File: src/hdl/acte_pkg.sv
// ----------------------------------------------------------------------------
// acte_pkg
// shared types, constants and helpers for the access code table
// ----------------------------------------------------------------------------
package acte_pkg;

  localparam int TABLE_ENTRIES = 16;
  localparam int CODE_BYTES    = 4;

  localparam int CODE_BITS = (CODE_BYTES * 8 >= 32) ? 32 : CODE_BYTES * 8;
  localparam logic [31:0] CODE_MASK =
    (CODE_BITS >= 32) ? 32'hFFFF_FFFF : 32'((64'd1 << CODE_BITS) - 64'd1);

  localparam logic [31:0] MIN_PER_DAY  = 32'd1440;
  localparam logic [31:0] NO_ALARM     = 32'hFFFF_FFFF;
  localparam logic [31:0] MAX_DEADLINE = 32'hFFFF_FFFE;

  typedef enum logic [2:0] {
    OP_MATCH  = 3'd0,
    OP_ADD    = 3'd1,
    OP_INVAL  = 3'd2,
    OP_EXPIRE = 3'd3,
    OP_CLEAR  = 3'd4
  } op_t;

  localparam logic [2:0] EXP_NEVER  = 3'd0;
  localparam logic [2:0] EXP_MINUTE = 3'd1;
  localparam logic [2:0] EXP_DAY    = 3'd2;
  localparam logic [2:0] EXP_3DAYS  = 3'd3;
  localparam logic [2:0] EXP_WEEK   = 3'd4;
  localparam logic [2:0] EXP_30DAYS = 3'd5;

  // request token handed from cell to cell
  typedef struct packed {
    logic        live;
    op_t         op;
    logic [31:0] code;
    logic        expires;
    logic [31:0] deadline;
    logic [31:0] now;
    logic        done;
    logic        ok;
    logic [31:0] alarm;
  } acte_tok_t;

  function automatic logic [31:0] duration_of(input logic [2:0] choice);
    logic [31:0] d;
    unique case (choice)
      EXP_MINUTE: d = 32'd1;
      EXP_DAY:    d = MIN_PER_DAY;
      EXP_3DAYS:  d = 32'd3 * MIN_PER_DAY;
      EXP_WEEK:   d = 32'd7 * MIN_PER_DAY;
      EXP_30DAYS: d = 32'd30 * MIN_PER_DAY;
      default:    d = 32'd0;
    endcase
    return d;
  endfunction

endpackage

File: src/hdl/acte_cell.sv
// ----------------------------------------------------------------------------
// acte_cell
// one table slot; applies the passing request and forwards it one cell on
// ----------------------------------------------------------------------------
module acte_cell (
  input  logic                clk,
  input  logic                rst,
  input  logic                last,
  input  acte_pkg::acte_tok_t tok_in,
  output acte_pkg::acte_tok_t tok_out
);
  import acte_pkg::*;

  logic        valid;
  logic        expires;
  logic [31:0] code;
  logic [31:0] deadline;

  logic        valid_next;
  logic        expires_next;
  logic [31:0] code_next;
  logic [31:0] deadline_next;
  logic        hit;
  acte_tok_t   tok_next;

  always_comb begin
    valid_next    = valid;
    expires_next  = expires;
    code_next     = code;
    deadline_next = deadline;
    tok_next      = tok_in;
    hit           = valid && (code == tok_in.code);
    unique case (tok_in.op)
      OP_MATCH: begin
        tok_next.ok = tok_in.ok | hit;
      end
      OP_ADD: begin
        // first free slot, or the last one when the table is full
        if (!tok_in.done && (!valid || last)) begin
          valid_next    = 1'b1;
          code_next     = tok_in.code;
          expires_next  = tok_in.expires;
          deadline_next = tok_in.deadline;
          tok_next.done = 1'b1;
          tok_next.ok   = !valid;
        end
      end
      OP_INVAL: begin
        if (!tok_in.done && hit) begin
          valid_next    = 1'b0;
          tok_next.done = 1'b1;
          tok_next.ok   = 1'b1;
        end
      end
      OP_EXPIRE: begin
        if (valid && expires && (deadline < tok_in.now)) begin
          valid_next = 1'b0;
        end
        tok_next.ok = 1'b1;
      end
      OP_CLEAR: begin
        valid_next   = 1'b0;
        expires_next = 1'b0;
        code_next    = '0;
        tok_next.ok  = 1'b1;
      end
      default: begin
        tok_next.ok = 1'b0;
      end
    endcase
    if (valid_next && expires_next && (deadline_next < tok_in.alarm)) begin
      tok_next.alarm = deadline_next;
    end
  end

  always_ff @(posedge clk) begin
    if (rst) begin
      valid   <= 1'b0;
      expires <= 1'b0;
      code    <= '0;
    end else if (tok_in.live) begin
      valid   <= valid_next;
      expires <= expires_next;
      code    <= code_next;
    end
  end

  always_ff @(posedge clk) begin
    if (tok_in.live) begin
      deadline <= deadline_next;
    end
  end

  always_ff @(posedge clk) begin
    if (rst) begin
      tok_out.live <= 1'b0;
    end else begin
      tok_out.live <= tok_in.live;
    end
    tok_out.op       <= tok_next.op;
    tok_out.code     <= tok_next.code;
    tok_out.expires  <= tok_next.expires;
    tok_out.deadline <= tok_next.deadline;
    tok_out.now      <= tok_next.now;
    tok_out.done     <= tok_next.done;
    tok_out.ok       <= tok_next.ok;
    tok_out.alarm    <= tok_next.alarm;
  end

`ifndef NO_ASSERTIONS
  a_clear_empties: assert property (@(posedge clk) disable iff (rst)
    tok_in.live && tok_in.op == OP_CLEAR |=> !valid && !expires)
    else $error("slot still valid after clear");
  a_add_done: assert property (@(posedge clk) disable iff (rst)
    tok_in.live && tok_in.op == OP_ADD && last |=> tok_out.done)
    else $error("add left the table without a slot");
  a_alarm_mono: assert property (@(posedge clk) disable iff (rst)
    tok_in.live |=> tok_out.alarm <= $past(tok_in.alarm))
    else $error("alarm grew across a cell");
`endif
endmodule

File: config.mk
export PLATFORM = sky130hd
export DESIGN_NAME = acte_cell
export DESIGN_NICKNAME = d
export VERILOG_FILES = /design/src/hdl/acte_pkg.sv /design/src/hdl/acte_cell.sv
export SDC_FILE = /design/constraint.sdc
export NUM_CORES = 1
export LEC_CHECK = 0
export BUFFER_PORTS_ARGS = -buffer_cell sky130_fd_sc_hd__buf_2
export CAP_MARGIN = 40
export CORE_UTILIZATION = 41
export CTS_BUF_LIST = sky130_fd_sc_hd__clkbuf_16
export CTS_CLUSTER_SIZE = 28
export DETAILED_ROUTE_END_ITERATION = 12
export PLACE_DENSITY = 0.66
export REMOVE_ABC_BUFFERS = 1
export SYNTH_ARGS = -nofsm -noshare
export SYNTH_HDL_FRONTEND = slang
export SYNTH_SLANG_ARGS = --single-unit
export TNS_END_PERCENT = 30
File: constraint.sdc
create_clock -name clk -period 6.8 [get_ports clk]
set_input_delay 0.68 -clock clk [delete_from_list [all_inputs] [get_ports clk]]
set_output_delay 0.68 -clock clk [all_outputs]
set_load 0.03 [all_outputs]
# After elaboration in Yosys (flattened, before gate mapping)
# Cells that the tools add are included.
totals:
  regBits: 201
  input_bits: 138
  output_inout_bits: 135
op_classes:
  magnitude_cmp: 2
  n_eq_ne: 6
  mux: 15
  bitwise_logic: 1
  n_reduce_logical: 14
ops:
  columns: ["operator", "n"]
  rows:
  - ["32-bit 2-to-1 mux", 4]
  - ["32-bit < comparator", 2]
  - ["32-bit case mux with 2 select lines", 1]
  - ["32-bit equality test", 1]
  - ["1-bit case mux with 4 select lines", 2]
  - ["1-bit logical AND", 7]
  - ["3-bit by 2-bit equality test with 1-bit output (second input constant)", 2]
  - ["1-bit 2-to-1 mux", 4]
  - ["2-bit 2-to-1 mux", 2]
  - ["1-bit case mux with 2 select lines", 2]
  - ["3-bit by 1-bit equality test with 1-bit output (second input constant)", 1]
  - ["3-bit equality test (second input constant)", 1]
  - ["3-bit logical NOT", 1]
  - ["3-bit AND reduction", 1]
  - ["1-bit logical NOT", 2]
  - ["2-bit != test (second input constant)", 1]
  - ["2-bit nonzero test", 1]
  - ["2-bit OR reduction", 1]
  - ["1-bit logical OR", 1]
  - ["1-bit bitwise OR", 1]

# Logic depth before layout (Yosys ltp)
# Gate-level depths: netlist of the first run.
depth:
  depth_word: 8
  mapped_depth: 14
  depth_no_buf: 11

# Worst setup path before layout of the first run
# No wires, ideal clock.
synth_path:
  path_kind: "input -> register"
  startpoint: "in tok_in[133] (netlist bit)"
  endpoint: "reg tok_out[10] (netlist bit)"
  setup_time_ps: 121
  t_arrival_ps: 3962
  slack_ps: 2717
  path_stages: 14
  cell_sequence: "buf_6 -> nor4b_4 -> nand2_4 -> clkbuf_1 -> mux2_2 -> ha_1 -> a21o_1 -> a21oi_1 -> nor2b_1 -> a2111oi_1 -> o221ai_1 -> a2111oi_4 -> buf_6 -> mux2_4"
synth_lines:
  columns: ["element", "line", "text"]
  rows:
  - ["start: declaration", "acte_cell.sv:9", "input acte_pkg::acte_tok_t tok_in,"]
  - ["end: declaration", "acte_cell.sv:10", "output acte_pkg::acte_tok_t tok_out"]

==> flow_summary.yaml, run 1 <==
setup_path:
  arrival_ns: 4.90
  cp_slowest_cell: "buf_4"
  reg2reg_slack_ns: 2.39
  r2r_start: "valid"
  worstPathMaxFanout: 35
  crit_required_ns: 7.18
  r2r-end: "tok_out[0]"
  cp_common_cell: "mux2_2"
  crit_path_end_kind: "flip-flop"
  r2r_cells: 12
  worstSetupPathType: "input port to flip-flop"
  cp.buffers_inverters: 2
  critPathTopFamily: "compound AO/OA/AOI/OAI gates"
  cp-start-kind: "input port"
  slowest_delay_ns: 0.57
  path_cells: "buf_2 -> nor4b_4 -> nand2_4 -> mux2_2 -> ha_1 -> a21o_1 -> a21oi_1 -> nor2b_1 -> a2111oi_1 -> o221ai_1 -> a2111oi_4 -> buf_4 -> mux2_2"
job:
  maxCapViolCount: 0
min_path:
  hp-start: "tok_in[75]"
  hp-class: "input port to flip-flop"
  min_to: "tok_out[75]"
  min_path_cells: 1
clock_network:
  path_clk_slew_ns: 0.06
  numCtsBuffers: 23
  cts_resized: 0
  cts_root_buf: "clkbuf_16"
  cts_hold_buf: 0
  cts.sinks: 201
  cts.htree.levels: 1
  cts_tree: "done"
  postCtsSetupBuffers: 0
  clk_path_buf_depth: 3
  insertion_delay_ns: 0.50
placement:
  hpwl_um: 14500
  finalWeightedCongestion: 0.853
  dp_cells: 1166
  io_buffers: 272
yosys:
  netlist_area_um2: 7890
  yosys_warnings: 0
  syn_inst: 675
  synthArstFlopShare_pct: 0
  synth-seq-area-share_pct: 55.1
  synth-seq-cells: 201
  synth_edf_count: 32
  ys_types: 45
  ys.flop_type: "dfxtp_1"
  avgSynthCellArea_um2: 11.7
power_and_ir_drop:
  vdd_drop_max_mv: 0.219
  leakagePower_nw: 4.92
  power_frac_clock_pct: 41.6
  powerDensity_nw_per_um2: 279
  sw_frac_of_total_pct: 25.3
  combinationalPowerShare_pct: 13.0
  seqPwrFrac_pct: 45.5
  p_int_mw: 2.13
  netSwitchingPower_uw: 720
timing:
  final_hold_viol_count: 0
  slew_headroom_pct: 55.2
  worst_pin_slew_ns: 0.671
  max_freq_mhz: 221
  setup_viol: 0
  period_needed_ns: 4.52
  slew_violations: 0
  period_share_pct: 66.5
  fin_tns_setup_ns: 0
  rsz0062_at_grt: "false"
  fin_skew_ns: 0.0132
global_route:
  antenna_found_initial: 1
  overflow: 0
  first_global_vias: 5730
  met2_usage_pct: 34.7
  use_met1_pct: 23.2
  busiest_layer: "met2"
  grt_pass1_wl_um: 29800
  grtUsageMet3_pct: 4.18
  grt_max_degree: 37
  grt_use_total_pct: 19.3
finish:
  final_common_cell: "buf_2"
  final_cell_mix: "buf_2 (272), dfxtp_1 (169), inv_1 (69)"
  drive_gt1_share_pct: 39.2
  stdcell_count: 1207
  fin_nets: 1157
  syn2layout_area_growth_pct: 29.5
floorplanning:
  die_x_um: 141
  die_height_um: 141
  start_util_pct: 42.0
  core_um2: 18800
  io_pins: 273
  rows: 50
  die_area_um2: 19800
routing:
  wl_um: 19300
  via_per_inst: 4.83
  avgRoutedWirePerCell_um: 16.0
  first_pass_iters: 4
  drt_iter0_markers: 201
  drc: 0
  vias: 5829
  ant_nets: 0
status:
  status: "completed"
[metal layers]
layer | up-vias | wire [um]
met5 | - | 0
met4 | 0 | 338
met3 | 22 | 1220
met2 | 204 | 9460
met1 | 2689 | 8260
li1 | 2914 | -
[worst reg2reg max path, cell delays in order, from the launching register on]
cell and delay [ns]:
dfxtp_1 0.42, nand2b_1 0.15, nand2_4 0.45, mux2_2 0.43
ha_1 0.29, a21o_1 0.18, a21oi_1 0.13, nor2b_1 0.06
a2111oi_1 0.38, o221ai_1 0.25, a2111oi_4 0.53, buf_4 0.57
mux2_2 0.44
[layout make-up]
cell class	count	area (um^2)
Fill cell	1669	8550
Tap cell	234	293
Clock buffer	24	601
Clock inverter	16	129
Multi-Input combinational cell	390	3200
Timing Repair Buffer	277	1410
Sequential cell	201	4340
Antenna cell	1	2.50
Inverter	64	240
[registers in the layout (all words and copies together), names as in the netlist]
| register | flops |
|---|---|
| tok_out | 135 |
| deadline | 32 |
| expires | 1 |
| code | 32 |
| valid | 1 |
[cell families after synthesis]
kind of cell,after synthesis,share of synthesized area [%]
flip-flops,201,55.1
XOR/XNOR,32,3.55
adder cells (fa/ha/maj),62,9.84
AO/OA/AOI/OAI,89,7.33
multiplexers,64,10.6
buffers and inverters,84,4.38
AND/OR/NAND/NOR,143,9.19
[cell usage after synthesis, types with 5 or more instances]
library cell | instances | area [um^2]
xnor2_1 | 8 | 70.1
nor2_1 | 13 | 48.8
inv_1 | 64 | 240
edfxtp_1 | 32 | 961
nor4_1 | 8 | 50.1
nand4_1 | 15 | 93.8
a211oi_1 | 5 | 37.5
clkbuf_1 | 16 | 60.1
dfxtp_1 | 169 | 3380
nand2_1 | 45 | 169
a21oi_1 | 51 | 255
a21o_1 | 13 | 97.6
mux2_2 | 33 | 372
ha_1 | 62 | 776
xor2_1 | 24 | 210
nand3_1 | 41 | 205
mux2_4 | 31 | 465
[through the flow]
step	utilization [%]	power [mW]	hold WS (ns)	setup WS [ns]	instance area, um^2
after floorplan	-	1.54	0.438	1.60	7780
after global placement	50.4	1.68	0.450	1.84	9470
after detailed placement	50.5	1.69	0.457	1.76	9480
after CTS	54.4	2.88	0.273	2.27	10200
after global routing	54.4	2.97	0.274	1.90	10200
final	54.4	2.85	0.295	2.28	10200
[how the worst max path moves through the flow]
stage,start,endpoint,cells past startpoint
2_1_floorplan,tok_in[132],tok_out[0],11
3_3_place_gp,tok_in[132],tok_out[0],13
3_5_place_dp,tok_in[132],tok_out[0],13
4_1_cts,tok_in[132],tok_out[0],13
5_1_grt,tok_in[132],tok_out[0],13
6_report,tok_in[132],tok_out[0],13
[power by group through the flow]
| stage | registers, mW | logic, mW | clock network, mW |
|---|---|---|---|
| 5_1_grt | 1.30 | 0.404 | 1.27 |
| 3_3_place_gp | 1.32 | 0.365 | 0 |
| 3_5_place_dp | 1.32 | 0.369 | 0 |
| 4_1_cts | 1.29 | 0.372 | 1.22 |
| 2_1_floorplan | 1.40 | 0.134 | 0 |
| 6_report | 1.29 | 0.369 | 1.18 |
No activity file was read; power rests on OpenSTA's default activity.
==> run 2: changes to the inputs <==
--- a/config.mk
+++ b/config.mk
@@ -11,7 +11,7 @@
 export CTS_BUF_LIST = sky130_fd_sc_hd__clkbuf_16
 export CTS_CLUSTER_SIZE = 28
 export DETAILED_ROUTE_END_ITERATION = 12
-export PLACE_DENSITY = 0.66
+export PLACE_DENSITY = 0.68
 export REMOVE_ABC_BUFFERS = 1
 export SYNTH_ARGS = -nofsm -noshare
 export SYNTH_HDL_FRONTEND = slang
==> constraint.sdc (replaced) <==
create_clock -name clk -period 3.9 [get_ports clk]
set_input_delay 0.39 -clock clk [delete_from_list [all_inputs] [get_ports clk]]
set_output_delay 0.39 -clock clk [all_outputs]
set_load 0.03 [all_outputs]
==> flow_summary.yaml, run 2 (synthesis gave the netlist of run 1 again) <==
routing:
  avgRoutedWirePerCell_um: 15.8
  vias: 6013
  wl_um: 20000
  drc: 0
  drt_iter0_markers: 151
  via_per_inst: 4.78
  first_pass_iters: 7
  ant_nets: 0
finish:
  regMostFlops: "tok_out"
  final-seq-area_um2: 4340
  fin_nets: 1209
  fill_cells: 1590
  reg_top3: "tok_out (135), code (32), deadline (32)"
  num_antenna_cells: 0
  final_cell_mix: "buf_2 (272), dfxtp_1 (169), inv_1 (68)"
  drive_gt1_share_pct: 38.0
  largest_reg_flops: 135
  syn2layout_area_growth_pct: 35.3
  final_util_pct: 56.9
  final_common_cell: "buf_2"
  multi_input_area_um2: 3200
clock_network:
  cts_root_buf: "clkbuf_16"
  cts.sinks: 201
  clk_path_buf_depth: 3
  postCtsSetupBuffers: 0
  path_clk_slew_ns: 0.06
  numCtsBuffers: 22
  cts_resized: 0
  insertion_delay_ns: 0.50
  cts.htree.levels: 1
  cts_tree: "done"
setup_path:
  worstPathMaxFanout: 24
  reg2reg_slack_ns: 0.23
  crit_required_ns: 4.28
  crit_path_end_kind: "flip-flop"
  cp_slowest_cell: "dfxtp_1"
  slowest_delay_ns: 0.43
  worstSetupPathType: "flip-flop to flip-flop"
  arrival_ns: 4.06
  cp-start-kind: "flip-flop"
  path_cells: "nand2b_1 -> nand2_4 -> buf_12 -> mux2_2 -> ha_1 -> a21o_1 -> a21o_1 -> a211oi_1 -> o221ai_1 -> a2111oi_4 -> buf_12 -> mux2_2"
placement:
  io_buffers: 272
  finalWeightedCongestion: 0.766
  hpwl_um: 14500
job:
  maxCapViolCount: 0
floorplanning:
  die_height_um: 141
  start_util_pct: 42.0
  io_pins: 273
  core_um2: 18800
  die_area_um2: 19800
  die_x_um: 141
  rows: 50
timing:
  rsz0062_at_grt: "true"
  setup_viol: 0
  final_hold_viol_count: 0
  fin_tns_setup_ns: 0
  fin_skew_ns: 0.0143
  worst_pin_slew_ns: 0.669
  period_needed_ns: 3.67
  period_share_pct: 94.2
  hold_slack_ns: 0.0201
  slew_headroom_pct: 55.4
  slew_violations: 0
  max_freq_mhz: 272
power_and_ir_drop:
  p_int_mw: 3.56
  netSwitchingPower_mw: 1.26
  vdd_drop_max_mv: 0.323
  powerDensity_nw_per_um2: 452
  power_frac_clock_pct: 39.1
  design_power_total_mw: 4.83
  seqPwrFrac_pct: 46.7
  combinationalPowerShare_pct: 14.2
  sw_frac_of_total_pct: 26.2
  leakagePower_nw: 5.12
global_route:
  grt_max_degree: 37
  grt_use_total_pct: 19.9
  overflow: 0
  first_global_vias: 6091
  grt_pass1_wl_um: 31000
  antenna_found_initial: 0
min_path:
  hp-class: "input port to flip-flop"
status:
  status: "completed"
run 2: changes by cell type in the layout (fill, tap and decap cells not counted):
cell	delta
clkinv_1	+4
clkinv_4	+1
dlygate4sd3_1	+42
buf_12	+2
buf_4	+9
clkinv_2	-1
diode_2	-1
inv_1	-1
clkbuf_16	-1
bufinv_16	-2
run 2: final timing paths:
kind,startpoint,to,cells past startpoint
min reg2reg,code[10],code[10],2
min,tok_in[97],tok_out[97],1
max,valid,tok_out[0],12
max reg2reg,valid,tok_out[0],12
run 2: power groups by stage:
stage | Clock (mW) | Combinational (mW) | Sequential, mW
3_3_place_gp | 0 | 0.643 | 2.30
4_1_cts | 1.95 | 0.687 | 2.25
3_5_place_dp | 0 | 0.650 | 2.30
2_1_floorplan | 0 | 0.233 | 2.45
6_report | 1.89 | 0.683 | 2.26
5_1_grt | 2.04 | 0.749 | 2.26
run 2: worst max-delay path: cells and delay by family (launching register included):
kind	cells	cell delay (ns)
AOI/OAI and AO/OA	5	1.32
adders and majority gates	1	0.29
buffers and inverters	2	0.46
DFF	1	0.43
muxes	2	0.73
and+or+nand+nor	2	0.28
run 2: layer usage:
metal,GRT usage [%],share of wire (%),vias to the layer above
li1,-,-,3018
met4,4.58,1.3,0
met5,0,0,-
met3,4.31,6.4,25
met1,24.0,42,2765
met2,36.0,50,205
run 2: layout make-up:
type | count | area share, %
flip-flops and latches | 201 | 40.7
multi-input cells | 390 | 30.0
repair buffers | 330 | 18.1
clock buffers | 23 | 5.39
well taps | 234 | 2.74
inverters | 64 | 2.25
clock inverters | 17 | 0.786
run 2: stage by stage:
step                      area (um^2)  setup WS [ns]  instances
after floorplan                  7780          -1.01        655
after global placement           9580         0.0504       1176
after detailed placement         9590         0.0117       1177
after CTS                       10700          0.224       1259
after global routing            10700        -0.0357       1259
final                           10700          0.227       1259
run 2: what timing repair did:
action	in CTS	in global routing
endpoints found under the setup margin	0	4
hold buffers	42	0
endpoints found under the hold margin	42	0
==> run 3: changes to the inputs <==
--- a/config.mk
+++ b/config.mk
@@ -12,7 +12,6 @@
 export CTS_CLUSTER_SIZE = 28
 export DETAILED_ROUTE_END_ITERATION = 12
 export PLACE_DENSITY = 0.68
-export REMOVE_ABC_BUFFERS = 1
 export SYNTH_ARGS = -nofsm -noshare
 export SYNTH_HDL_FRONTEND = slang
 export SYNTH_SLANG_ARGS = --single-unit
==> flow_summary.yaml, run 3 (synthesis gave the netlist of run 1 again) <==
status:
  status: "completed"
timing:
  fin_skew_ns: 0.0164
  final_hold_viol_count: 0
  slew_violations: 0
  hold_slack_ns: 0.0157
  period_needed_ns: 3.56
  rsz0062_at_grt: "false"
  slew_headroom_pct: 54.9
  fin_tns_setup_ns: 0
  worst_pin_slew_ns: 0.677
  setup_viol: 0
  period_share_pct: 91.2
  max_freq_mhz: 281
global_route:
  antenna_found_initial: 1
  grt_pass1_wl_um: 31700
  first_global_vias: 6107
  grt_use_total_pct: 20.6
  overflow: 0
  grt_max_degree: 36
clock_network:
  postCtsSetupBuffers: 0
  cts_resized: 0
  cts_root_buf: "clkbuf_16"
  cts.sinks: 201
  cts_tree: "done"
  numCtsBuffers: 22
  cts_hold_buf: 60
  insertion_delay_ns: 0.51
  path_clk_slew_ns: 0.06
  cts.htree.levels: 1
  clk_path_buf_depth: 3
finish:
  final_util_pct: 57.9
  reg_top3: "tok_out (135), code (32), deadline (32)"
  regMostFlops: "tok_out"
  final_common_cell: "buf_2"
  drive_gt1_share_pct: 36.9
  final_cell_mix: "buf_2 (272), dfxtp_1 (169), inv_1 (74)"
  fill_cells: 1526
  multi_input_area_um2: 3200
  fin_nets: 1228
  final-seq-area_um2: 4340
  syn2layout_area_growth_pct: 37.8
  largest_reg_flops: 135
placement:
  finalWeightedCongestion: 0.856
  io_buffers: 272
  hpwl_um: 15200
setup_path:
  worstSetupPathType: "flip-flop to flip-flop"
  reg2reg_slack_ns: 0.34
  r2r_cells: 13
  cp-start-kind: "flip-flop"
  r2r-end: "tok_out[27]"
  crit_path_end_kind: "flip-flop"
  crit_required_ns: 4.29
  r2r_start: "valid"
  arrival_ns: 3.95
  worstPathMaxFanout: 14
routing:
  avgRoutedWirePerCell_um: 16.2
  vias: 6198
  ant_nets: 0
  first_pass_iters: 4
  wl_um: 20700
  via_per_inst: 4.85
  drt_iter0_markers: 226
  drc: 0
floorplanning:
  die_area_um2: 19800
  die_height_um: 141
  rows: 50
  core_um2: 18800
  die_x_um: 141
  io_pins: 273
  start_util_pct: 42.0
power_and_ir_drop:
  leakagePower_nw: 5.22
  vdd_drop_max_mv: 0.312
  powerDensity_nw_per_um2: 444
  design_power_total_mw: 4.82
min_path:
  min_path_cells: 1
  hp-start: "tok_in[94]"
  hp-class: "input port to flip-flop"
  min_to: "tok_out[94]"
yosys:
  syn_nets: 875
job:
  maxCapViolCount: 0
## run 3: changes by cell type in the layout (fill, tap and decap cells not counted)
cell / change
clkinv_4: -2
inv_1: +6
clkinvlp_4: -1
clkinv_2: -1
buf_12: +1
diode_2: +1
clkinv_1: -2
inv_4: -1
buf_8: -1
clkinv_8: +1
dlygate4sd3_1: +19
## run 3: layout make-up
class                      instances  area share (%)
tap                              234            2.70
inverter                          64            2.21
clock inverter                    17           0.726
sequential                       201            40.0
antenna                            1          0.0230
timing repair buffer             349            19.6
clock buffer                      23            5.30
multi-input combinational        390            29.5
## run 3: worst max-delay path by stage
stage,cells past startpoint,from,end,slack (ns)
2_1_floorplan,14,tok_in[133],tok_out[10],0.11
4_1_cts,13,valid,tok_out[20],0.34
3_5_place_dp,14,tok_in[133],tok_out[20],0.03
6_report,13,valid,tok_out[27],0.34
5_1_grt,13,valid,tok_out[27],0.19
3_3_place_gp,14,tok_in[133],tok_out[22],0.11
## run 3: per-layer routing
| metal | global-route usage (%) | wire [um] | share of wire [%] | up-vias |
|---|---|---|---|---|
| met5 | 0 | 0 | 0 | - |
| met2 | 37.6 | 10400 | 50 | 248 |
| met4 | 8.70 | 746 | 3.6 | 0 |
| li1 | - | - | - | 3055 |
| met3 | 3.84 | 1260 | 6.1 | 52 |
| met1 | 23.3 | 8300 | 40 | 2843 |
## run 3: power by group
| part | switching, mW | internal, mW | total (mW) |
|---|---|---|---|
| clock | 0.801 | 1.06 | 1.86 |
| combinational | 0.414 | 0.290 | 0.704 |
| sequential | 0.0364 | 2.22 | 2.26 |
| total | 1.25 | 3.57 | 4.82 |
## run 3: critical path: stages, from the launching register on
cell and delay [ns]:
dfxtp_1 0.36, nand2b_1 0.13, nand2_4 0.13, buf_12 0.16, mux2_2 0.36, ha_1 0.18, a21o_1 0.15, a21oi_1 0.15
nor2b_1 0.07, a2111oi_1 0.40, o221ai_1 0.29, a2111oi_4 0.45, buf_4 0.31, mux2_4 0.31
## run 3: per-stage QoR
step	instance area, um^2	worst slack, ns	cells
finish	10900	0.343	1279
global route	10900	0.188	1279
CTS	10900	0.335	1277
detailed placement	9600	0.0297	1177
global placement	9600	0.107	1177
floorplan	7890	0.107	675
